**src/rtl/lcm_pkg.sv**
```systemverilog
// Shared types, widths, constants and datapath helpers for the letterbox coordinate mapper.
package lcm_pkg;

  localparam int CRD_W   = 16;   // coordinate width
  localparam int DIM_W   = 14;   // window and viewport dimension width
  localparam int MAG_W   = 30;   // magnitude of the scaled numerator
  localparam int RES_W   = MAG_W + 2;
  localparam int CIDX_W  = 1;    // configuration register index width

  // Configuration register indexes
  localparam logic [CIDX_W-1:0] REG_WIN_WIDTH  = 1'b0;
  localparam logic [CIDX_W-1:0] REG_WIN_HEIGHT = 1'b1;

  // Derived viewport
  typedef struct packed {
    logic             ok;
    logic [DIM_W-1:0] left;
    logic [DIM_W-1:0] top;
    logic [DIM_W-1:0] width;
    logic [DIM_W-1:0] height;
  } view_t;

  // One axis of an item in flight: numerator magnitude that turns into the quotient
  typedef struct packed {
    logic [MAG_W-1:0] acc;
    logic [DIM_W-1:0] rem;
    logic [DIM_W-1:0] dvs;
    logic             neg;
    logic [DIM_W-1:0] off;
  } axis_t;

  typedef struct packed {
    logic  ok;
    axis_t x;
    axis_t y;
  } op_t;

  // One restoring division step: shift in a numerator bit, subtract if it fits
  function automatic axis_t div_step(axis_t a);
    logic [DIM_W:0] part;
    axis_t          r;
    r    = a;
    part = {a.rem, a.acc[MAG_W-1]};
    r.acc = {a.acc[MAG_W-2:0], 1'b0};
    if (part >= {1'b0, a.dvs}) begin
      part     = part - {1'b0, a.dvs};
      r.acc[0] = 1'b1;
    end
    r.rem = part[DIM_W-1:0];
    return r;
  endfunction

  function automatic op_t op_step(op_t a);
    op_t r;
    r   = a;
    r.x = div_step(a.x);
    r.y = div_step(a.y);
    return r;
  endfunction

  // Apply sign and offset to the quotient, then saturate to 16-bit signed
  function automatic logic [CRD_W-1:0] axis_final(axis_t a);
    logic signed [RES_W-1:0] q;
    logic signed [RES_W-1:0] v;
    logic [CRD_W-1:0]        r;
    q = $signed({2'b00, a.acc});
    v = (a.neg ? -q : q) + $signed({{(RES_W-DIM_W){1'b0}}, a.off});
    if (v > $signed(RES_W'(32767))) begin
      r = 16'h7fff;
    end else if (v < -$signed(RES_W'(32768))) begin
      r = 16'h8000;
    end else begin
      r = v[CRD_W-1:0];
    end
    return r;
  endfunction

endpackage

```
**src/rtl/lcm_queue.sv**
```systemverilog
// Four-entry queue between the front end and the divider pipeline.
module lcm_queue
  import lcm_pkg::*;
(
  input  logic clk,
  input  logic rst_n,
  input  logic push,
  input  op_t  push_op,
  output logic q_ready,
  input  logic pop,
  output logic q_valid,
  output op_t  head
);

  localparam int DEPTH = 4;
  localparam int PTR_W = $clog2(DEPTH);

  op_t              mem [DEPTH];
  logic [PTR_W-1:0] wr_r, rd_r;
  logic [PTR_W:0]   cnt_r;

  assign q_ready = (cnt_r != (PTR_W+1)'(DEPTH));
  assign q_valid = (cnt_r != '0);
  assign head    = mem[rd_r];

  always_ff @(posedge clk) begin
    if (push) begin
      mem[wr_r] <= push_op;
    end
  end

  // Advance pointers and fill count
  always_ff @(posedge clk) begin
    if (!rst_n) begin
      wr_r  <= '0;
      rd_r  <= '0;
      cnt_r <= '0;
    end else begin
      if (push) begin
        wr_r <= wr_r + PTR_W'(1);
      end
      if (pop) begin
        rd_r <= rd_r + PTR_W'(1);
      end
      if (push && !pop) begin
        cnt_r <= cnt_r + (PTR_W+1)'(1);
      end else if (pop && !push) begin
        cnt_r <= cnt_r - (PTR_W+1)'(1);
      end
    end
  end

endmodule

```
**config.mk**
```make
export PLATFORM = sky130hd
export DESIGN_NAME = lcm_queue
export DESIGN_NICKNAME = d
export VERILOG_FILES = /design/src/rtl/lcm_pkg.sv /design/src/rtl/lcm_queue.sv
export SDC_FILE = /design/constraint.sdc
export NUM_CORES = 1
export LEC_CHECK = 0
export ABC_CLOCK_PERIOD_IN_PS = 9150
export BUFFER_PORTS_ARGS = -buffer_cell sky130_fd_sc_hd__buf_2
export CAP_MARGIN = 30
export CORE_MARGIN = 4
export CORE_UTILIZATION = 60
export CTS_CLUSTER_DIAMETER = 80
export DETAILED_ROUTE_END_ITERATION = 8
export PLACE_DENSITY = 0.9
export SETUP_SLACK_MARGIN = 0.05
export SLEW_MARGIN = 20
export SYNTH_ARGS = -nofsm -noshare
export SYNTH_HDL_FRONTEND = slang
export SYNTH_SLANG_ARGS = --single-unit
```
**constraint.sdc**
```tcl
create_clock -name clk -period 9.15 [get_ports clk]
set_clock_uncertainty 0.15 [all_clocks]
set_input_delay 0.4575 -clock clk [delete_from_list [all_inputs] [get_ports clk]]
set_output_delay 0.4575 -clock clk [all_outputs]
set_load 0.01 [all_outputs]
```
==> summary.txt <==
Outcome: finished, final reports clean
Routed WL per cell: 26.6 um
Clock power share: 38.1%
Drt pass-1 iters: 5
# placed instances: 1554
Worst-path clk slew: 0.06 ns
Setup-failing EPs final: 0
Crit Path Class: register to output pin
CTS tree: yes
CP Capture Type: output pin
Worst-margin pin slew: 0.897 ns
Crit path DAT: 3.56 ns
Minimum clock period after layout: 4.17 ns
Routed WL: 48000 um
Net Sw Frac: 22.0%
CTS Root Buffer Type: clkbuf_16
Internal: 4.83 mW
Ys flop type: edfxtp_1
Post-synthesis mux area share: 15.3%
Syn. warnings: 0
Xor and xnor area share after synthesis: 0.201%
Routed Antenna Nets: 0
Layout area overhead: 24.0%
Syn_nets: 969
Via count: 10.6k
Post-synthesis compound-gate area fraction: 0.0574%
Peak fanout along the critical path: 53
Vias in the first global route: 11.5k
Max-slew headroom: 40.2%
Clock Latency Late Sink: 0.60 ns
Port Buf Inserts: 299
DRT iter0 DRCs: 837
Syn avg cell area: 26.9 um^2
Combinational family with the most area after synthesis: multiplexers
Multi-input gate area: 3570 um^2
Leakage: 9.23 nW
Fin nets: 1455
Clock Path Buffers: 3
Commonest non-fill, non-tap cell in the layout: edfxtp_1
DR DRC count: 0
Share of cells above drive strength 1: 41.3%
WP buf/inv: 3
EDFF count, synth: 588
Die area: 39500 um^2
Setup_tns: 0 ns
Synth Register Bits: 597
HPWL after DPL: 25200 um
Simple-gate share of the synthesized area: 0.425%
Vias/cell: 5.88
Post-Synth Adder-Cell Area: 0.379%
Die Ht: 199 um
Final hold vios: 0
Number of max-cap violations: 0
Combinational power share: 10.2%
RSZ-0062 raised after global routing: false
Post-synthesis sequential area ratio: 81.8%
Library cells used by synthesis: 22
Post-Syn Instances: 812
Pwr/cell area: 229 nW/um^2
Ports: 300
Rows: 69
Setup Buffers After CTS: 0
Htree depth: 2
Slowest cell on the critical path: dfxtp_4
TritonCTS Buffers: 55
Net load switching power: 1.36 mW
Initial antenna violation count: 2
Largest net degree at the start of global routing: 60
CP peak stage delay: 0.79 ns
CP top delay family: buffers and inverters
Critical Path RT: 8.54 ns
Most Frequent Cell on Critical Path: buf_4
Worst-path cell chain: buf_4 > buf_4 > mux4_2 > buf_2
Tot GR Track Use: 24.8%
Global route overflow: 0
Final GP Congestion: 0.712
VDD IR max: 0.220 mV
Final period util: 45.5%
Die Wd: 199 um
Final non-filler cell total: 1805
Sequential cell fraction of total power: 51.7%
Core ar.: 35700 um^2
Hold Path Class: primary input to register
Async SR Flop Fraction: 0%
Slew Limit Fails: 0
CP startpoint kind: register
Fillers: 1788
Register area: 17800 um^2
Commonest cells after routing, fill and taps aside: edfxtp_1 (588), buf_2 (299), dlygate4sd3_1 (148), mux4_2 (147), clkbuf_16 (55)
Resize count post-CTS: 0
# clock sinks: 597
First-pass GRT wire length: 72000 um
Initial core utilization: 61.0%
Syn Std Cell Area: 21800 um^2
F_max: 240 MHz
-- power groups by stage --
stage / sequential [mW] / clock, mW / combinational (mW)
floorplan: 3.24 / 0 / 0.360
global placement: 3.24 / 0 / 0.539
detailed placement: 3.25 / 0 / 0.568
CTS: 3.19 / 2.38 / 0.628
global route: 3.20 / 2.53 / 0.673
finish: 3.20 / 2.36 / 0.629
-- synth_stat cells, types with 2 or more instances --
| library cell | count | area [um^2] |
|---|---|---|
| clkbuf_1 | 2 | 7.51 |
| inv_1 | 4 | 15.0 |
| nor2b_1 | 2 | 12.5 |
| buf_12 | 14 | 280 |
| xor2_1 | 3 | 26.3 |
| mux4_2 | 147 | 3310 |
| dfxtp_1 | 9 | 180 |
| or3_1 | 2 | 12.5 |
| xnor2_1 | 2 | 17.5 |
| and2_1 | 9 | 56.3 |
| buf_2 | 14 | 70.1 |
| mux2i_1 | 2 | 20.0 |
| edfxtp_1 | 588 | 17700 |
| nand2_1 | 2 | 7.51 |
| ha_1 | 5 | 62.6 |
-- state kept, by name, summed over array words and instances, names as in the netlist, named ones only --
signal  count
cnt_r       3
mem       588
rd_r        2
wr_r        2
-- cell families (layout without fill, tap and decap cells) --
logic type	count (synthesis)	after routing
XOR/XNOR	5	5
adder cells (fa/ha/maj)	6	6
other	0	1
flip-flops	597	597
buffers and inverters	37	568
AO/OA/AOI/OAI	2	2
multiplexers	149	149
AND/OR/NAND/NOR	16	16
-- tightest hold or removal path: stages --
cell	delay, ns
buf_2	0.14
xor2_1	0.08
and2_1	0.15
-- area by class of cell --
| class | instances | area share (%) |
|---|---|---|
| Tap cell | 461 | 2.13 |
| Clock inverter | 45 | 1.81 |
| Inverter | 4 | 0.0555 |
| Sequential cell | 597 | 66.0 |
| Timing Repair Buffer | 462 | 11.7 |
| Multi-Input combinational cell | 178 | 13.2 |
| Antenna cell | 1 | 0.00926 |
| Clock buffer | 57 | 5.12 |
-- stage by stage --
step | cell area (um^2) | worst slack (ns) | util, % | hold WS (ns) | power (mW)
2_1_floorplan | 21800 | 4.57 | - | 0.322 | 3.60
3_3_place_gp | 23600 | 5.55 | 66.0 | 0.340 | 3.78
6_report | 27000 | 4.98 | 75.6 | 0.125 | 6.18
4_1_cts | 27000 | 4.96 | 75.6 | 0.0727 | 6.20
3_5_place_dp | 23700 | 5.62 | 66.2 | 0.387 | 3.82
5_1_grt | 27000 | 4.82 | 75.6 | 0.104 | 6.40
-- final timing paths --
path / depth (start not counted) / from / to / slack [ns]
max: 4 / register / head[61] / 4.98
min reg2reg: 2 / cnt_r[1]$_SDFFE_PN0P_ / cnt_r[1]$_SDFFE_PN0P_ / 0.45
min: 3 / pop / rd_r[0]$_SDFFE_PN0P_ / 0.13
max reg2reg: 4 / wr_r[0]$_SDFFE_PN0P_ / mem[0][106]$_DFFE_PP_ / 6.60
-- timing repair --
action	in CTS	in global routing
hold endpoints to repair	592	0
hold buffers	148	0
setup endpoints to repair	0	0
-- layer usage --
layer	global-route usage (%)	vias to the layer above	part of all wire (%)
met5	0	-	0.027
met4	7.75	2	2.7
met3	5.49	79	8.0
met2	41.9	515	53
met1	33.0	5520	36
li1	-	4502	-
Power figures use the tool's default switching activity.
