==> src/rtl/lcm_pkg.sv <==
// Shared types, widths, constants and datapath helpers for the letterbox coordinate mapper.
package lcm_pkg;

  localparam int CRD_W   = 16;   // coordinate width
  localparam int DIM_W   = 14;   // window and viewport dimension width
  localparam int MAG_W   = 30;   // magnitude of the scaled numerator
  localparam int RES_W   = MAG_W + 2;
  localparam int CIDX_W  = 1;    // configuration register index width

  // Configuration register indexes
  localparam logic [CIDX_W-1:0] REG_WIN_WIDTH  = 1'b0;
  localparam logic [CIDX_W-1:0] REG_WIN_HEIGHT = 1'b1;

  // Derived viewport
  typedef struct packed {
    logic             ok;
    logic [DIM_W-1:0] left;
    logic [DIM_W-1:0] top;
    logic [DIM_W-1:0] width;
    logic [DIM_W-1:0] height;
  } view_t;

  // One axis of an item in flight: numerator magnitude that turns into the quotient
  typedef struct packed {
    logic [MAG_W-1:0] acc;
    logic [DIM_W-1:0] rem;
    logic [DIM_W-1:0] dvs;
    logic             neg;
    logic [DIM_W-1:0] off;
  } axis_t;

  typedef struct packed {
    logic  ok;
    axis_t x;
    axis_t y;
  } op_t;

  // One restoring division step: shift in a numerator bit, subtract if it fits
  function automatic axis_t div_step(axis_t a);
    logic [DIM_W:0] part;
    axis_t          r;
    r    = a;
    part = {a.rem, a.acc[MAG_W-1]};
    r.acc = {a.acc[MAG_W-2:0], 1'b0};
    if (part >= {1'b0, a.dvs}) begin
      part     = part - {1'b0, a.dvs};
      r.acc[0] = 1'b1;
    end
    r.rem = part[DIM_W-1:0];
    return r;
  endfunction

  function automatic op_t op_step(op_t a);
    op_t r;
    r   = a;
    r.x = div_step(a.x);
    r.y = div_step(a.y);
    return r;
  endfunction

  // Apply sign and offset to the quotient, then saturate to 16-bit signed
  function automatic logic [CRD_W-1:0] axis_final(axis_t a);
    logic signed [RES_W-1:0] q;
    logic signed [RES_W-1:0] v;
    logic [CRD_W-1:0]        r;
    q = $signed({2'b00, a.acc});
    v = (a.neg ? -q : q) + $signed({{(RES_W-DIM_W){1'b0}}, a.off});
    if (v > $signed(RES_W'(32767))) begin
      r = 16'h7fff;
    end else if (v < -$signed(RES_W'(32768))) begin
      r = 16'h8000;
    end else begin
      r = v[CRD_W-1:0];
    end
    return r;
  endfunction

endpackage

==> src/rtl/lcm_viewport.sv <==
// Window size registers and the three-stage viewport derivation.
module lcm_viewport
  import lcm_pkg::*;
#(
  parameter int ASPECT_W = 4,
  parameter int ASPECT_H = 3
) (
  input  logic              clk,
  input  logic              rst_n,
  input  logic              cfg_we,
  input  logic [CIDX_W-1:0] cfg_index,
  input  logic [DIM_W-1:0]  cfg_data,
  output view_t             view,
  output logic              busy
);

  localparam int AR_W = 7;
  localparam int NUM_W = DIM_W + AR_W;
  localparam int RS = 26;
  localparam longint RCP_W_L = ((64'(1) << RS) + ASPECT_W - 1) / ASPECT_W;
  localparam longint RCP_H_L = ((64'(1) << RS) + ASPECT_H - 1) / ASPECT_H;
  localparam logic [RS:0] RCP_W = RCP_W_L[RS:0];
  localparam logic [RS:0] RCP_H = RCP_H_L[RS:0];

  logic [DIM_W-1:0]    win_w_r, win_h_r;
  logic [1:0]          cnt_r;
  logic                wide_r;
  logic [NUM_W-1:0]    num_r;
  logic [NUM_W+RS:0]   prod_r;
  view_t               view_r;

  logic [NUM_W-1:0]    w_ah, h_aw;
  logic [DIM_W-1:0]    quo, vw, vh, bot;
  view_t               view_nxt;

  // Hold the window registers
  always_ff @(posedge clk) begin
    if (!rst_n) begin
      win_w_r <= DIM_W'(640);
      win_h_r <= DIM_W'(480);
    end else if (cfg_we) begin
      unique case (cfg_index)
        REG_WIN_WIDTH:  win_w_r <= cfg_data;
        REG_WIN_HEIGHT: win_h_r <= cfg_data;
        default: ;
      endcase
    end
  end

  // Count down while the derivation settles
  always_ff @(posedge clk) begin
    if (!rst_n || cfg_we) begin
      cnt_r <= 2'd3;
    end else if (cnt_r != 2'd0) begin
      cnt_r <= cnt_r - 2'd1;
    end
  end
  assign busy = (cnt_r != 2'd0);

  // Stage A: pick the full side
  assign w_ah = NUM_W'(win_w_r) * NUM_W'(ASPECT_H);
  assign h_aw = NUM_W'(win_h_r) * NUM_W'(ASPECT_W);
  always_ff @(posedge clk) begin
    wide_r <= (w_ah > h_aw);
    num_r  <= (w_ah > h_aw) ? h_aw : w_ah;
  end

  // Stage B: divide by the aspect term through its reciprocal
  always_ff @(posedge clk) begin
    prod_r <= (NUM_W+RS+1)'(num_r) * (NUM_W+RS+1)'(wide_r ? RCP_H : RCP_W);
  end

  // Stage C: clamp and center
  always_comb begin
    quo = prod_r[RS+DIM_W-1:RS];
    if (quo == '0) begin
      quo = DIM_W'(1);
    end
    vw  = wide_r ? quo : win_w_r;
    vh  = wide_r ? win_h_r : quo;
    bot = (win_h_r - vh) >> 1;
    if (win_w_r == '0 || win_h_r == '0) begin
      view_nxt.ok     = 1'b0;
      view_nxt.left   = '0;
      view_nxt.top    = '0;
      view_nxt.width  = DIM_W'(1);
      view_nxt.height = DIM_W'(1);
    end else begin
      view_nxt.ok     = 1'b1;
      view_nxt.left   = (win_w_r - vw) >> 1;
      view_nxt.top    = win_h_r - bot - vh;
      view_nxt.width  = vw;
      view_nxt.height = vh;
    end
  end

  always_ff @(posedge clk) begin
    view_r <= view_nxt;
  end
  assign view = view_r;

endmodule

==> config.mk <==
export PLATFORM = sky130hd
export DESIGN_NAME = lcm_viewport
export DESIGN_NICKNAME = d
export VERILOG_FILES = /design/src/rtl/lcm_pkg.sv /design/src/rtl/lcm_viewport.sv
export SDC_FILE = /design/constraint.sdc
export NUM_CORES = 1
export LEC_CHECK = 0
export ABC_AREA = 1
export BUFFER_PORTS_ARGS = -buffer_cell sky130_fd_sc_hd__buf_4
export CORE_ASPECT_RATIO = 1.2
export CORE_MARGIN = 4
export CORE_UTILIZATION = 65
export CTS_BUF_LIST = sky130_fd_sc_hd__clkbuf_2 sky130_fd_sc_hd__clkbuf_4 sky130_fd_sc_hd__clkbuf_8
export CTS_CLUSTER_SIZE = 10
export DETAILED_ROUTE_END_ITERATION = 7
export PLACE_DENSITY = 0.84
export SLEW_MARGIN = 0
export SYNTH_ARGS = -nofsm -noshare
export SYNTH_HDL_FRONTEND = slang
export SYNTH_SLANG_ARGS = --single-unit
==> constraint.sdc <==
create_clock -name clk -period 12 [get_ports clk]
set_input_delay 1.2 -clock clk [delete_from_list [all_inputs] [get_ports clk]]
set_output_delay 1.2 -clock clk [all_outputs]
set_load 0.02 [all_outputs]
==> results.ini <==
[worst_setup_path]
cp-end-kind=register
critPathKind=register to register
cp_cell_sequence=buf_4, nand2_1, inv_1, ha_1, inv_1, fa_1, fa_1, inv_1, fa_1, inv_1, fa_1, fa_1, inv_1, fa_1, ha_1, a21oi_1, o21ai_0, nand2_1, nand2_1, a21boi_0, o21ai_0, nand2_1, nand2_1
cp_max_fo=47
cp_common_cell=fa_1
critPathLaunchType=register
arrival_ns=6.58
slowest_delay_ns=0.57
reg2regPathDepth=23
worst_path_max_delay_cell=fa_1
cp.required_ns=12.34

[status]
violations=design-rule violations
outcome=finished, violations left

[sta]
finalHoldViolations=0
max_slew_margin_pct=38.70
drv_slew=0
fin_setup_tns_ns=0
setup_ws_ns=5.762
fmax_mhz=160.3
tightest_slew_ns=0.9194
rsz0062_at_grt=no
timing.final.crit_share_pct=51.99
post-route-min-period_ns=6.238
setup_viol=0
clock_skew_ns=0.01881

[clock_tree]
root_buffer=clkbuf_8
ctsResizeCount=0
cts_tree=yes
numCtsBuffers=17
cts.sinks=117
clk_pin_slew_ns=0.08
hold_buffers=0
post_cts_buffers=0
clk_path_buf_depth=2
htreeDepth=4
clk_latency_ns=0.46

[drt]
postRouteAntennaNets=0
routed_via_density=5.678
routedWlPerCell_um=17.85
drt_iter0_drc=1190
drc_errors=1
vias=11890
firstDrtPassIters=8
wl_um=37380

[synth]
synth_xor_area_share_pct=1.871
syn-cell-area_mm2=0.01311
ys_async_sr_fraction_pct=0
synthMuxAreaShare_pct=0
synth_enable_flop_cells=0
yosys.area_share.simple_pct=18.36
synth_cells=1747
synth_top_family_by_area=adder cells
ys_seq_elements=117
synth-main-ff-cell=dfxtp_1
synth_seq_area_share_pct=17.87
synthAdderAreaFrac_pct=37.64
yosys_warnings=0
synth_cell_types=45
postSynthAreaPerCell_um2=7.504
synth_nets=2094
synth-compound-area-share_pct=12.98

[cells_and_area]
final_common_cell=inv_1
fin_area_mm2=0.01430
final_cell_mix=inv_1 (361), nand2_1 (308), ha_1 (220)
syn2layout_area_growth_pct=9.087
nets=2167
drive_gt1_share_pct=7.147
diodes=0

[place]
dp_hpwl_um=31420
dpl_cell_area_mm2=0.01391
dp_slack_ns=5.779
io_buffers=74
gp_congestion=1.000

[hold_path]
whs_path_depth=2
hp-class=register to register

[floorplanning]
die-area_mm2=0.02251
chipHeight_um=163.6
core_mm2=0.01969
start_util_pct=66.58
num_rows=56
dieWidth_um=137.6
ios=76

[global_routing]
grt_use_total_pct=34.28
antenna_found_initial=0
grt_pass1_vias=12310
grt_max_degree=48
grt_pass1_wl_um=59620
grt.overflow.total=0

[flow_run]
cap_viol_max_count=0

==> layer usage <==
layer	routed length [um]	track usage [%]
met2	18870	62.12
met1	13390	36.69
met3	2293	4.405
met5	0	0
met4	2826	22.55
==> worst paths after layout <==
path | start | to | slack, ns
worst max-delay path | wide_r | prod_r[32] | 5.76
worst min register to register | cnt_r[1] | cnt_r[1] | 0.49
worst max register to register | wide_r | prod_r[32] | 5.76
worst min-delay path | cnt_r[1] | cnt_r[1] | 0.49
==> flip-flops by register name, summed over array words and instances (netlist names) <==
register  flops
prod_r       14
wide_r        1
win_w_r      14
win_h_r      14
num_r        16
cnt_r         2
view         56
==> kinds of logic after synthesis <==
kind of cell	after synthesis
XOR/XNOR	28
other	1
AO/OA/AOI/OAI	311
AND/OR/NAND/NOR	573
buffers and inverters	388
adder cells (fa/ha/maj)	329
flip-flops	117
==> per-stage QoR <==
step	utilization [%]	hold WS (ns)	instances
global placement	70.63	0.4573	2062
CTS	72.63	0.4888	2094
finish	72.63	0.4856	2094
detailed placement	70.63	0.4711	2062
global route	72.63	0.5252	2094
floorplan	-	0.4420	1747
==> synth_stat cells, types with 2 or more instances <==
library cell,number,area share [%]
inv_1,361,10
nand2_1,308,8.8
ha_1,220,21
a21oi_1,133,5.1
nor2_1,132,3.8
o21ai_0,119,4.5
dfxtp_1,117,18
fa_1,109,17
nand3_1,63,2.4
nor3_1,25,0.95
nand4_1,20,0.95
xor2_1,19,1.3
a21o_1,11,0.63
buf_2,10,0.38
clkbuf_1,10,0.29
o211ai_1,10,0.57
o21a_1,9,0.52
xnor2_1,9,0.60
o21bai_1,8,0.46
inv_2,5,0.14
nand2_2,5,0.24
o21ai_1,5,0.19
a21boi_0,3,0.17
and2_1,3,0.14
nand3_2,3,0.23
nor2_4,3,0.26
o21ai_2,3,0.20
or2_1,3,0.14
a31oi_1,2,0.095
nor4_1,2,0.095
o2111ai_1,2,0.13
o31ai_1,2,0.11
==> worst max-delay path: cells and delay by family, from the launching register on <==
| family | cells | cell delay, ns |
|---|---|---|
| AO/OA/AOI/OAI | 4 | 0.71 |
| adder cells (fa/ha/maj) | 8 | 3.63 |
| AND/OR/NAND/NOR | 5 | 0.41 |
| flip-flops | 1 | 0.43 |
| buffers and inverters | 6 | 0.95 |
==> area by class of cell <==
| class | count | area, um2 |
|---|---|---|
| well taps | 261 | 326.6 |
| flip-flops and latches | 117 | 2342 |
| fillers | 1540 | 5389 |
| clock buffers | 20 | 262.8 |
| inverters | 366 | 1374 |
| multi-input cells | 1242 | 9293 |
| repair buffers | 76 | 570.5 |
| clock inverters | 12 | 131.4 |
Power is not shown: default switching activity piles up to over one toggle a cycle in this logic, so the estimate is an artifact.
