**src/rtl/lcm_pkg.sv**
```systemverilog
// Shared types, widths, constants and datapath helpers for the letterbox coordinate mapper.
package lcm_pkg;

  localparam int CRD_W   = 16;   // coordinate width
  localparam int DIM_W   = 14;   // window and viewport dimension width
  localparam int MAG_W   = 30;   // magnitude of the scaled numerator
  localparam int RES_W   = MAG_W + 2;
  localparam int CIDX_W  = 1;    // configuration register index width

  // Configuration register indexes
  localparam logic [CIDX_W-1:0] REG_WIN_WIDTH  = 1'b0;
  localparam logic [CIDX_W-1:0] REG_WIN_HEIGHT = 1'b1;

  // Derived viewport
  typedef struct packed {
    logic             ok;
    logic [DIM_W-1:0] left;
    logic [DIM_W-1:0] top;
    logic [DIM_W-1:0] width;
    logic [DIM_W-1:0] height;
  } view_t;

  // One axis of an item in flight: numerator magnitude that turns into the quotient
  typedef struct packed {
    logic [MAG_W-1:0] acc;
    logic [DIM_W-1:0] rem;
    logic [DIM_W-1:0] dvs;
    logic             neg;
    logic [DIM_W-1:0] off;
  } axis_t;

  typedef struct packed {
    logic  ok;
    axis_t x;
    axis_t y;
  } op_t;

  // One restoring division step: shift in a numerator bit, subtract if it fits
  function automatic axis_t div_step(axis_t a);
    logic [DIM_W:0] part;
    axis_t          r;
    r    = a;
    part = {a.rem, a.acc[MAG_W-1]};
    r.acc = {a.acc[MAG_W-2:0], 1'b0};
    if (part >= {1'b0, a.dvs}) begin
      part     = part - {1'b0, a.dvs};
      r.acc[0] = 1'b1;
    end
    r.rem = part[DIM_W-1:0];
    return r;
  endfunction

  function automatic op_t op_step(op_t a);
    op_t r;
    r   = a;
    r.x = div_step(a.x);
    r.y = div_step(a.y);
    return r;
  endfunction

  // Apply sign and offset to the quotient, then saturate to 16-bit signed
  function automatic logic [CRD_W-1:0] axis_final(axis_t a);
    logic signed [RES_W-1:0] q;
    logic signed [RES_W-1:0] v;
    logic [CRD_W-1:0]        r;
    q = $signed({2'b00, a.acc});
    v = (a.neg ? -q : q) + $signed({{(RES_W-DIM_W){1'b0}}, a.off});
    if (v > $signed(RES_W'(32767))) begin
      r = 16'h7fff;
    end else if (v < -$signed(RES_W'(32768))) begin
      r = 16'h8000;
    end else begin
      r = v[CRD_W-1:0];
    end
    return r;
  endfunction

endpackage

```
**src/rtl/lcm_if.sv**
```systemverilog
// Valid/ready channel interfaces for points in and mapped points out.
interface lcm_in_if
  import lcm_pkg::*;
();
  logic             valid;
  logic             ready;
  logic             func;
  logic [CRD_W-1:0] coord_x;
  logic [CRD_W-1:0] coord_y;

  modport source (output valid, func, coord_x, coord_y, input ready);
  modport sink   (input valid, func, coord_x, coord_y, output ready);
endinterface


```
**src/rtl/lcm_front.sv**
```systemverilog
// Front end: accept a point, pick direction, form numerator and divisor per axis.
module lcm_front
  import lcm_pkg::*;
#(
  parameter int FRAME_WIDTH  = 320,
  parameter int FRAME_HEIGHT = 200
) (
  input  logic   clk,
  input  logic   rst_n,
  lcm_in_if.sink in_ch,
  input  view_t  view,
  input  logic   busy,
  input  logic   q_ready,
  output logic   push,
  output op_t    push_op
);

  localparam logic [DIM_W-1:0] FRM_W = DIM_W'(FRAME_WIDTH);
  localparam logic [DIM_W-1:0] FRM_H = DIM_W'(FRAME_HEIGHT);

  logic f_valid_r;
  op_t  f_op_r;
  op_t  op_nxt;
  logic f_en;

  // Scale setup for one axis: |c| * dst + src/2, sign of c, divisor src
  function automatic axis_t prep(logic dir, logic [CRD_W-1:0] crd, logic [DIM_W-1:0] voff,
                                 logic [DIM_W-1:0] vdim, logic [DIM_W-1:0] frm);
    logic signed [CRD_W:0] c;
    logic [CRD_W:0]        m;
    logic [DIM_W-1:0]      dst;
    axis_t                 r;
    c = $signed({crd[CRD_W-1], crd});
    if (dir) begin
      c = c - $signed({{(CRD_W+1-DIM_W){1'b0}}, voff});
    end
    m     = c[CRD_W] ? 17'(-c) : 17'(c);
    dst   = dir ? frm : vdim;
    r.dvs = dir ? vdim : frm;
    r.acc = MAG_W'(m[CRD_W-1:0]) * MAG_W'(dst) + MAG_W'(r.dvs >> 1);
    r.rem = '0;
    r.neg = c[CRD_W];
    r.off = dir ? '0 : voff;
    return r;
  endfunction

  always_comb begin
    op_nxt.ok = view.ok;
    op_nxt.x  = prep(in_ch.func, in_ch.coord_x, view.left, view.width, FRM_W);
    op_nxt.y  = prep(in_ch.func, in_ch.coord_y, view.top, view.height, FRM_H);
  end

  // Advance when the stage is empty or its item moves into the queue
  assign f_en        = !f_valid_r || q_ready;
  assign in_ch.ready = f_en && !busy;
  assign push        = f_valid_r && q_ready;
  assign push_op     = f_op_r;

  always_ff @(posedge clk) begin
    if (!rst_n) begin
      f_valid_r <= 1'b0;
    end else if (f_en) begin
      f_valid_r <= in_ch.valid && !busy;
    end
  end

  always_ff @(posedge clk) begin
    if (in_ch.ready) begin
      f_op_r <= op_nxt;
    end
  end

endmodule

```
**src/flat_wrapper.sv**
```systemverilog
// flat-port wrapper written by rule: the top's interface ports become plain ports
module lcm_front_flat import lcm_pkg::*;
#(
  parameter int FRAME_WIDTH  = 320,
  parameter int FRAME_HEIGHT = 200
)
  (clk, rst_n, view, busy, q_ready, push, push_op, in_ch_valid, in_ch_func, in_ch_coord_x, in_ch_coord_y, in_ch_ready);
  lcm_in_if in_ch_i ();
  input  logic clk;
  input  logic rst_n;
  input  view_t view;
  input  logic busy;
  input  logic q_ready;
  output logic push;
  output op_t push_op;
  input wire logic [$bits(in_ch_i.valid)-1:0] in_ch_valid;
  input wire logic [$bits(in_ch_i.func)-1:0] in_ch_func;
  input wire logic [$bits(in_ch_i.coord_x)-1:0] in_ch_coord_x;
  input wire logic [$bits(in_ch_i.coord_y)-1:0] in_ch_coord_y;
  output wire logic [$bits(in_ch_i.ready)-1:0] in_ch_ready;
  assign in_ch_i.valid = in_ch_valid;
  assign in_ch_i.func = in_ch_func;
  assign in_ch_i.coord_x = in_ch_coord_x;
  assign in_ch_i.coord_y = in_ch_coord_y;
  assign in_ch_ready = in_ch_i.ready;
  lcm_front #(.FRAME_WIDTH(FRAME_WIDTH), .FRAME_HEIGHT(FRAME_HEIGHT)) u_core (.clk(clk), .rst_n(rst_n), .in_ch(in_ch_i), .view(view), .busy(busy), .q_ready(q_ready), .push(push), .push_op(push_op));
endmodule
```
**config.mk**
```make
export PLATFORM = sky130hd
export DESIGN_NAME = lcm_front_flat
export DESIGN_NICKNAME = d
export VERILOG_FILES = /design/src/rtl/lcm_pkg.sv /design/src/rtl/lcm_if.sv /design/src/rtl/lcm_front.sv /design/src/flat_wrapper.sv
export SDC_FILE = /design/constraint.sdc
export NUM_CORES = 1
export LEC_CHECK = 0
export BUFFER_PORTS_ARGS = -buffer_cell sky130_fd_sc_hd__buf_2
export CAP_MARGIN = 30
export CORE_MARGIN = 3
export CORE_UTILIZATION = 40
export DETAILED_ROUTE_END_ITERATION = 10
export PLACE_DENSITY = 0.6
export SLEW_MARGIN = 20
export SYNTH_ARGS = -nofsm -noshare
export SYNTH_HDL_FRONTEND = slang
export SYNTH_SLANG_ARGS = --single-unit
```
**constraint.sdc**
```tcl
create_clock -name clk -period 11.2 [get_ports clk]
set_input_delay 0 -clock clk [delete_from_list [all_inputs] [get_ports clk]]
set_output_delay 0 -clock clk [all_outputs]
set_load 0.01 [all_outputs]
```
==> results of run 1 <==
-- placed cells by master, fill, tap and decap left out, types with 12 or more instances in the layout --
cell type / count
a211oi_1: 13
a21o_1: 28
a21oi_1: 65
and2_1: 43
and3_1: 12
buf_2: 215
buf_4: 44
clkbuf_16: 17
conb_1: 28
dlygate4sd3_1: 81
edfxtp_1: 119
fa_1: 358
ha_1: 224
inv_1: 430
nand2_1: 271
nand2b_1: 28
nand3_1: 35
nor2_1: 265
nor2b_1: 33
nor3_1: 46
o21a_1: 13
o21ai_0: 47
or2_2: 16
or3_1: 13
xnor2_1: 72
xor2_1: 30
-- metrics by stage --
stage,cell area (µm²),util [%],std cells,hold slack (ns),setup WS (ns)
5_1_grt,25800,47.2,3482,0.0216,1.19
4_1_cts,25700,47.1,3477,0.000728,1.78
3_3_place_gp,24300,44.5,3363,0.179,1.22
3_5_place_dp,24300,44.5,3364,0.188,1.29
6_report,25800,47.2,3482,0.0350,1.74
2_1_floorplan,22400,-,2455,0.0989,2.90
-- cell families after synthesis --
logic type,after synthesis,share of synthesized area [%]
compound gates,279,8.82
xor+xnor,102,4.00
fa+ha+maj,582,44.7
buf+inv,521,9.32
flops,120,16.1
mux,9,0.420
other cells,1,0.0168
simple gates,814,16.7
-- final timing paths --
path / end / slack [ns] / cells after the start / from
worst min register to register: u_core.f_valid_r$_SDFFE_PN0N_ / 1.06 / 3 / u_core.f_valid_r$_SDFFE_PN0N_
worst max-delay path: u_core.push_op[144]$_DFFE_PP_ / 1.74 / 36 / in_ch_coord_x[0]
worst min-delay path: u_core.push_op[86]$_SDFFCE_PP0P_ / 0.04 / 2 / in_ch_func
worst max register to register: u_core.push_op[123]$_DFFE_PP_ / 8.78 / 4 / u_core.f_valid_r$_SDFFE_PN0N_
-- area by class of cell --
type                       instances  area (µm²)
inverter                         434        1630
clock inverter                    15         179
fill                            5227       28800
tap                              739         925
sequential                       120        3590
antenna                            2        5.00
clock buffer                      17         425
multi-input combinational       1814       16800
timing repair buffer             341        2230
-- flip-flops by register name, indices dropped and copies added, names as in the netlist --
| name | count |
|---|---|
| u_core.f_valid_r | 1 |
| u_core.push_op | 119 |
-- per-layer routing --
metal	vias to the layer above	wire, µm
li1	8350	-
met1	8994	26100
met2	514	33800
met3	141	2850
met4	0	2500
met5	-	0
==> flow_metrics.tcl, run 1 <==
set metrics [dict create \
    status "completed" \
    port_buffers 215 \
    clockBufferDepth 2 \
    crit_fanout 14 \
    hpwlAfterDp_um 53500 \
    ctsHtreeMaxLevel 4 \
    fin_crit_sh_pct 84.4 \
    grt_pass1_wl_um 106000 \
    drtIter0Drc 1076 \
    required_ns 11.44 \
    grt_max_degree 64 \
    first_global_vias 19783 \
    rsz0062_at_grt "no" \
    cpMostUsedCell "fa_1" \
    synthMostInstantiatedCell "inv_1" \
    wire_per_inst_um 18.7 \
    syn_area_mm2 0.0223 \
    hp-class "in2reg" \
    dr.pass1.iters 5 \
    grt_usage_pct 23.0 \
    arrival_ns 9.69 \
    cts_tree "built" \
    hold_viol 0 \
    drv_slew 0 \
    post_cts_buffers 0 \
    grt_util_met1_pct 26.9 \
    clkSinkCount 120 \
    ys_warn_count 0 \
    route.detailed.drc 0 \
    crit_family "adder cells" \
    seq_area_frac_synth_pct 16.1 \
    startpoint_type "primary input" \
    ctsResizeCount 0 \
    dieArea_mm2 0.0587 \
    critPathBufInv 9 \
    cpPeakStageDelay_ns 0.88 \
    syn_to_final_growth_pct 15.4 \
    netlist_instances 2428 \
    worst_skew_pair.late_latency_ns 0.49 \
    synth.top_cell.area_share_pct 32.1 \
    critPathKind "in2reg" \
    ys_seq_elements 120 \
    synthTopCellsByArea "fa_1 (32%), edfxtp_1 (16%), ha_1 (13%)" \
    gp_congestion 0.986 \
    ctsHoldBuffers 81 \
    synth_cell_type_count 88 \
    antenna_found_initial 2 \
    yosysTopAreaCell "fa_1" \
    globalRoute.totalOverflow 0 \
    yosys-top-cells-count "inv_1 (430), fa_1 (358), nand2_1 (271), nor2_1 (265), ha_1 (224)" \
    maxSlewHeadroom_pct 34.5 \
    grt-busiest-layer "met2" \
    clk_pin_slew_worst_paths_ns 0.06 \
    met2_usage_pct 42.3 \
    fin_crit_ns 9.46 \
    via_per_inst 5.17 \
    layout-drive-gt1-share_pct 12.4 \
    ios 244 \
    use_met3_pct 3.50 \
    die_y_um 242 \
    syn_area_per_cell_um2 9.19 \
    setup_violations 0 \
    wl_um 65200 \
    critPathCaptureType "flop" \
    ys_async_sr_fraction_pct 0 \
    cts_made_buffers 17 \
    num_vias 17999 \
    std_cell_rows 85 \
    cts_root_buffer "clkbuf_16" \
    design.core.area_mm2 0.0546 \
    clock.fmax_mhz 106 \
    synth_edf_count 119 \
    die_x_um 242 \
    cp_slowest_cell "a2111oi_1" \
    postRouteAntennaNets 0 \
    synthFlopType "edfxtp_1" \
    final_nets 3405 \
    initial_core_util_pct 40.9 \
    finClkSkew_ns 0.00848 \
    worst_slew_pin_slew_ns 0.979 \
    maxCapViolations 0 \
    finalSetupTns_ns 0 \
]
Power of run 1 is left out: the tool's default activity adds up to more than one toggle a clock period on the data nets, which glitch-free logic cannot reach.
==> inputs of run 2 (changes only) <==
--- a/config.mk
+++ b/config.mk
@@ -5,12 +5,13 @@
 export SDC_FILE = /design/constraint.sdc
 export NUM_CORES = 1
 export LEC_CHECK = 0
+export ABC_AREA = 1
 export BUFFER_PORTS_ARGS = -buffer_cell sky130_fd_sc_hd__buf_2
 export CAP_MARGIN = 30
 export CORE_MARGIN = 3
 export CORE_UTILIZATION = 40
 export DETAILED_ROUTE_END_ITERATION = 10
-export PLACE_DENSITY = 0.6
+export PLACE_DENSITY = 0.62
 export SLEW_MARGIN = 20
 export SYNTH_ARGS = -nofsm -noshare
 export SYNTH_HDL_FRONTEND = slang
==> constraint.sdc (replaced) <==
create_clock -name clk -period 7.6 [get_ports clk]
set_input_delay 0 -clock clk [delete_from_list [all_inputs] [get_ports clk]]
set_output_delay 0 -clock clk [all_outputs]
set_load 0.01 [all_outputs]
==> run 2 against run 1 <==
Against the previous run:
- clock skew up 0.0060 ns
- count of clock-buffer cells in the layout did not move
- synthesized cell count is 14% higher
- critical path type unchanged
- highest routed layer is now met5
==> flow_metrics.tcl, run 2 <==
set metrics [dict create \
    fillCellCount 5488 \
    r2r-end "u_core.push_op[92]$_DFFE_PP_" \
    hold_viol 0 \
    whs_path_depth 4 \
    gp_congestion 0.958 \
    rsz0062_at_grt "yes" \
    min-delay-start "in_ch_coord_x[15]" \
    grt_max_degree 54 \
    cpMostUsedCell "fa_1" \
    worst_slew_pin_slew_ns 0.728 \
    seqCellArea_mm2 0.00359 \
    maxCapViolations 0 \
    num_vias 19057 \
    internal_power_mw 7.53 \
    p_sw_mw 7.43 \
    syn_area_per_cell_um2 8.22 \
    p_leak_nw 14.4 \
    synthTopCellsByArea "fa_1 (31%), edfxtp_1 (16%), ha_1 (12%)" \
    worst_slack_ns 0.301 \
    ys_async_sr_fraction_pct 0 \
    fin_util_pct 48.2 \
    cpPeakStageDelay_ns 0.54 \
    grt_pass1_wl_um 104000 \
    r2r_slack_ns 5.88 \
    seqPwrFrac_pct 10.1 \
    syn_area_mm2 0.0228 \
    clk_pin_slew_worst_paths_ns 0.08 \
    cp_slowest_cell "fa_1" \
    hold_ws_ns 0.0230 \
    reg2reg_depth 3 \
    peakVddDrop_v 0.000800 \
    syn_to_final_growth_pct 18.1 \
    hpwlAfterDp_um 54000 \
    min_to "u_core.push_op[87]$_DFFE_PP_" \
    pwr-share-comb_pct 83.6 \
    worst_skew_pair.late_latency_ns 0.49 \
    wire_per_inst_um 16.5 \
    ctsHtreeMaxLevel 4 \
    power.density_mw_per_mm2 557 \
    switching_share_pct 49.7 \
    drv_slew 0 \
    fin_crit_ns 7.30 \
    via_per_inst 4.88 \
    drtIter0Drc 1101 \
    clock.fmax_mhz 137 \
    dr.pass1.iters 5 \
    seq_area_frac_synth_pct 15.8 \
    netlist_instances 2770 \
    fin_crit_sh_pct 96.0 \
    die_y_um 245 \
    layout-drive-gt1-share_pct 16.6 \
    crit_fanout 6 \
    largest_reg_flops 119 \
    status "completed" \
    initial_core_util_pct 40.8 \
    clockBufferDepth 2 \
    crit_start "view[28]" \
    synth_cell_type_count 49 \
    clock_power_share_pct 6.3 \
    die_x_um 245 \
    std_cell_rows 86 \
    final_cell_mix "nand2_1 (591), inv_1 (591), fa_1 (358), nor2_1 (284), ha_1 (217)" \
    ys_seq_elements 120 \
    synth_edf_count 119 \
    multi_input_area_mm2 0.0167 \
    finalPower_mw 15.0 \
    wl_um 64400 \
    critPathKind "in2reg" \
    port_buffers 215 \
    first_global_vias 19647 \
    synth.top_cell.area_share_pct 31.5 \
    required_ns 7.83 \
    cts_root_buffer "clkbuf_16" \
    ys_warn_count 0 \
    r2r_start "u_core.f_valid_r$_SDFFE_PN0N_" \
    ios 244 \
    arrival_ns 7.52 \
    dieArea_mm2 0.0598 \
    design.core.area_mm2 0.0557 \
    route.detailed.drc 0 \
    startpoint_type "primary input" \
    synthFlopType "edfxtp_1" \
    yosys-top-cells-count "nand2_1 (595), inv_1 (594), fa_1 (358), nor2_1 (290), ha_1 (224)" \
    critPathCaptureType "flop" \
    grt_usage_pct 22.3 \
    cts_made_buffers 17 \
    finalSetupTns_ns 0 \
    globalRoute.totalOverflow 0 \
    synthMostInstantiatedCell "nand2_1" \
    antenna_found_initial 3 \
    maxSlewHeadroom_pct 51.5 \
    postRouteAntennaNets 0 \
    clkSinkCount 120 \
    yosysTopAreaCell "fa_1" \
    pre_cts_ws_ns -0.0811 \
    hp-class "in2reg" \
    finClkSkew_ns 0.0145 \
    diodes 0 \
    cts_tree "built" \
    final_nets 3823 \
    setup_violations 0 \
]
## run 2: cells by family after synthesis
logic type	Yosys count	synth area share, %
and+or+nand+nor	1167	22.3
xor gates and xnor gates	54	2.08
buffers and inverters	682	12.0
other	1	0.0165
DFF	120	15.8
adders and majority gates	582	43.8
AOI/OAI and AO/OA	164	4.07
## run 2: how the worst max path moves through the flow
| stage | endpoint | slack, ns | depth (start not counted) |
|---|---|---|---|
| after floorplan | u_core.push_op[138]$_DFFE_PP_ | 0.37 | 38 |
| after global placement | u_core.push_op[144]$_DFFE_PP_ | 0.08 | 42 |
| after detailed placement | u_core.push_op[142]$_DFFE_PP_ | -0.08 | 42 |
| after CTS | u_core.push_op[69]$_DFFE_PP_ | 0.19 | 38 |
| after global routing | u_core.push_op[61]$_DFFE_PP_ | -0.06 | 34 |
| final | u_core.push_op[68]$_DFFE_PP_ | 0.30 | 35 |
## run 2: final cells by class
class                           count  area share, %
Timing Repair Buffer              401           10.0
Sequential cell                   120           13.4
Clock inverter                     14          0.824
Tap cell                          748           3.48
Inverter                          611           8.53
Clock buffer                       17           1.58
Multi-Input combinational cell   1995           62.2
## run 2: power groups by stage
stage | Clock (mW) | Sequential (mW) | Combinational, mW
after floorplan | 0 | 1.63 | 8.29
after global placement | 0 | 1.53 | 11.9
after detailed placement | 0 | 1.53 | 12.0
after CTS | 0.973 | 1.52 | 12.1
after global routing | 0.998 | 1.53 | 14.3
final | 0.943 | 1.51 | 12.5
## run 2: routing by layer
layer	GRT usage, %	part of all wire [%]	vias to the layer above
li1	-	-	9147
met1	29.0	43	9174
met2	36.1	46	621
met3	5.33	7.6	111
met4	8.34	3.2	4
met5	0	0.031	-
## run 2: through the flow
stage / cell area [µm²] / std cells
after CTS: 26700 / 3905
final: 26900 / 3906
after floorplan: 22900 / 2797
after global routing: 26900 / 3906
after detailed placement: 25400 / 3812
after global placement: 25400 / 3811
## run 2: what timing repair did
item                                    in CTS  in global routing
hold buffers                                62                  0
buffers inserted                             0                  1
hold endpoints to repair                    64                  0
endpoints found under the setup margin       0                 22
resized for setup                            0                 45
## run 2: critical path: cells and delay by family
kind	cells	cell delay [ns]
buffers and inverters	9	1.24
AO/OA/AOI/OAI	7	1.15
AND/OR/NAND/NOR	8	0.85
adder cells (fa/ha/maj)	10	4.15
XOR/XNOR	1	0.13
(Power assumes the default switching activity.)
==> inputs of run 3 (changes only) <==
--- a/config.mk
+++ b/config.mk
@@ -9,10 +9,10 @@
 export BUFFER_PORTS_ARGS = -buffer_cell sky130_fd_sc_hd__buf_2
 export CAP_MARGIN = 30
 export CORE_MARGIN = 3
-export CORE_UTILIZATION = 40
+export CORE_UTILIZATION = 25
 export DETAILED_ROUTE_END_ITERATION = 10
-export PLACE_DENSITY = 0.62
-export SLEW_MARGIN = 20
+export PLACE_DENSITY = 0.44
+export SLEW_MARGIN = 15
 export SYNTH_ARGS = -nofsm -noshare
 export SYNTH_HDL_FRONTEND = slang
 export SYNTH_SLANG_ARGS = --single-unit
==> run 3 against run 2 <==
Against the previous run:
- cell count increased by 13%
- critical path depth increased by 1
- die area increased by 58%
- flip-flop and latch count unchanged
- via count increased by 0.23%
- wire length increased by 17%
- count of clock-buffer cells in the layout increased by 3
- critical path type unchanged
- largest power group unchanged
==> flow_metrics.tcl, run 3 (synthesis results as in run 2) <==
set metrics [dict create \
    status "completed" \
    drtIter0Drc 1007 \
    maxSlewHeadroom_pct 37.6 \
    worst_slew_pin_slew_ns 0.936 \
    cts_root_buffer "clkbuf_16" \
    grt_usage_pct 16.4 \
    clockBufferDepth 2 \
    layout-drive-gt1-share_pct 19.2 \
    wl_um 75100 \
    wire_per_inst_um 17.0 \
    finalSetupTns_ns 0 \
    postRouteAntennaNets 0 \
    dieArea_mm2 0.0947 \
    hp-class "in2reg" \
    grt_max_degree 65 \
    syn_to_final_growth_pct 22.7 \
    clock_power_share_pct 5.6 \
    final_nets 3907 \
    fin_crit_ns 7.28 \
    largest_reg_flops 119 \
    pre_cts_ws_ns -0.295 \
    maxCapViolations 0 \
    cts_made_buffers 17 \
    crit_family "adder cells" \
    startpoint_type "primary input" \
    final_cell_mix "nand2_1 (589), inv_1 (586), fa_1 (358), nor2_1 (283), ha_1 (217)" \
    met1_length_um 35000 \
    grt_pass1_wl_um 117000 \
    crit_fanout 5 \
    cp_slowest_cell "fa_1" \
    drv_slew 0 \
    finalPower_mw 16.2 \
    initial_core_util_pct 25.3 \
    critPathKind "in2reg" \
    peakVddDrop_v 0.000618 \
    port_buffers 215 \
    dr_wl_met3_um 3560 \
    first_global_vias 20046 \
    setup_violations 0 \
    critPathCaptureType "flop" \
    hold_ws_ns 0.0388 \
    clock.fmax_mhz 137 \
    fin_crit_sh_pct 95.8 \
    ios 244 \
    hold_viol 0 \
    design.core.area_mm2 0.0901 \
    cts_tree "built" \
    internal_power_mw 8.41 \
    hpwlAfterDp_um 64300 \
    rsz0062_at_grt "no" \
    clk_pin_slew_worst_paths_ns 0.10 \
    required_ns 7.85 \
    arrival_ns 7.53 \
    cpPeakStageDelay_ns 0.56 \
    globalRoute.totalOverflow 0 \
    wl_met2_um 35100 \
    std_cell_rows 110 \
    seqPwrFrac_pct 9.3 \
    die_x_um 308 \
    via_per_inst 4.32 \
    fin_util_pct 31.0 \
    ctsHtreeMaxLevel 4 \
    antenna_found_initial 8 \
    num_vias 19100 \
    fillCellCount 9696 \
    worst_slack_ns 0.316 \
    cpMostUsedCell "fa_1" \
    critPathBufInv 10 \
    clkSinkCount 120 \
    p_leak_nw 14.7 \
    worst_skew_pair.late_latency_ns 0.53 \
    top_layer "met5" \
    final_common_cell "nand2_1" \
    switching_share_pct 48.2 \
    dr.pass1.iters 5 \
    die_y_um 308 \
    p_sw_mw 7.82 \
    gp_congestion 0.895 \
    pwr-share-comb_pct 85.1 \
    power.density_mw_per_mm2 581 \
    finClkSkew_ns 0.0311 \
    route.detailed.drc 0 \
]
==> run 3: cell count changes in the layout (fill, tap and decap cells not counted), moves of 3 or more <==
cell           previous run  this run
nand3_1                 142       139
diode_2                   0         3
inv_1                   591       586
ha_4                      5         2
buf_4                   120       210
bufinv_16                 5         2
inv_2                    16        21
nand3_2                   7        10
ha_2                      2         5
a21oi_2                   5         8
dlygate4sd3_1            62        59
==> run 3: tightest hold or removal path, stage by stage <==
cell and delay [ns]:
buf_2 0.11, inv_1 0.05, nand2_2 0.09, buf_6 0.19
==> run 3: timing repair <==
item / 4_1_cts / 5_1_grt
resized for setup: 0 / 58
hold buffers: 59 / 0
setup buffers: 0 / 6
hold endpoints to repair: 59 / 0
setup endpoints to repair: 0 / 24
==> run 3: worst paths after layout <==
kind,from,slack [ns],endpoint,cells after the start
min reg2reg,u_core.f_valid_r$_SDFFE_PN0N_,1.07,u_core.push_op[48]$_DFFE_PP_,2
max,view[28],0.32,u_core.push_op[68]$_DFFE_PP_,36
max reg2reg,u_core.f_valid_r$_SDFFE_PN0N_,5.18,u_core.push_op[81]$_SDFFCE_PP0P_,3
min,in_ch_coord_x[15],0.04,u_core.push_op[87]$_DFFE_PP_,4
==> run 3: power by group through the flow <==
| stage | Combinational [mW] | Clock (mW) | Sequential (mW) |
|---|---|---|---|
| 6_report | 13.8 | 0.909 | 1.51 |
| 5_1_grt | 15.8 | 0.979 | 1.53 |
| 4_1_cts | 13.6 | 0.966 | 1.52 |
| 3_5_place_dp | 13.4 | 0 | 1.53 |
| 3_3_place_gp | 13.5 | 0 | 1.53 |
| 2_1_floorplan | 8.29 | 0 | 1.63 |
==> run 3: layout make-up <==
class	instances	area, µm²	area share, %
Inverter	611	2290	8.21
Multi-Input combinational cell	1995	16700	59.8
Timing Repair Buffer	485	3270	11.7
Antenna cell	3	7.51	0.0269
Clock buffer	20	457	1.63
Tap cell	1176	1470	5.27
Clock inverter	12	140	0.502
Sequential cell	120	3590	12.9
==> run 3: per-stage QoR <==
step / instance area, µm² / std cells
floorplan: 22900 / 2797
global placement: 26600 / 4322
detailed placement: 26600 / 4322
CTS: 27700 / 4413
global route: 27900 / 4419
finish: 27900 / 4422
==> run 3: per-layer routing <==
layer  global-route usage, %  vias up
met1                    22.3     9281
met4                    4.56        2
met2                    27.2      453
met3                    2.47       63
li1                        -     9301
met5                       0        -
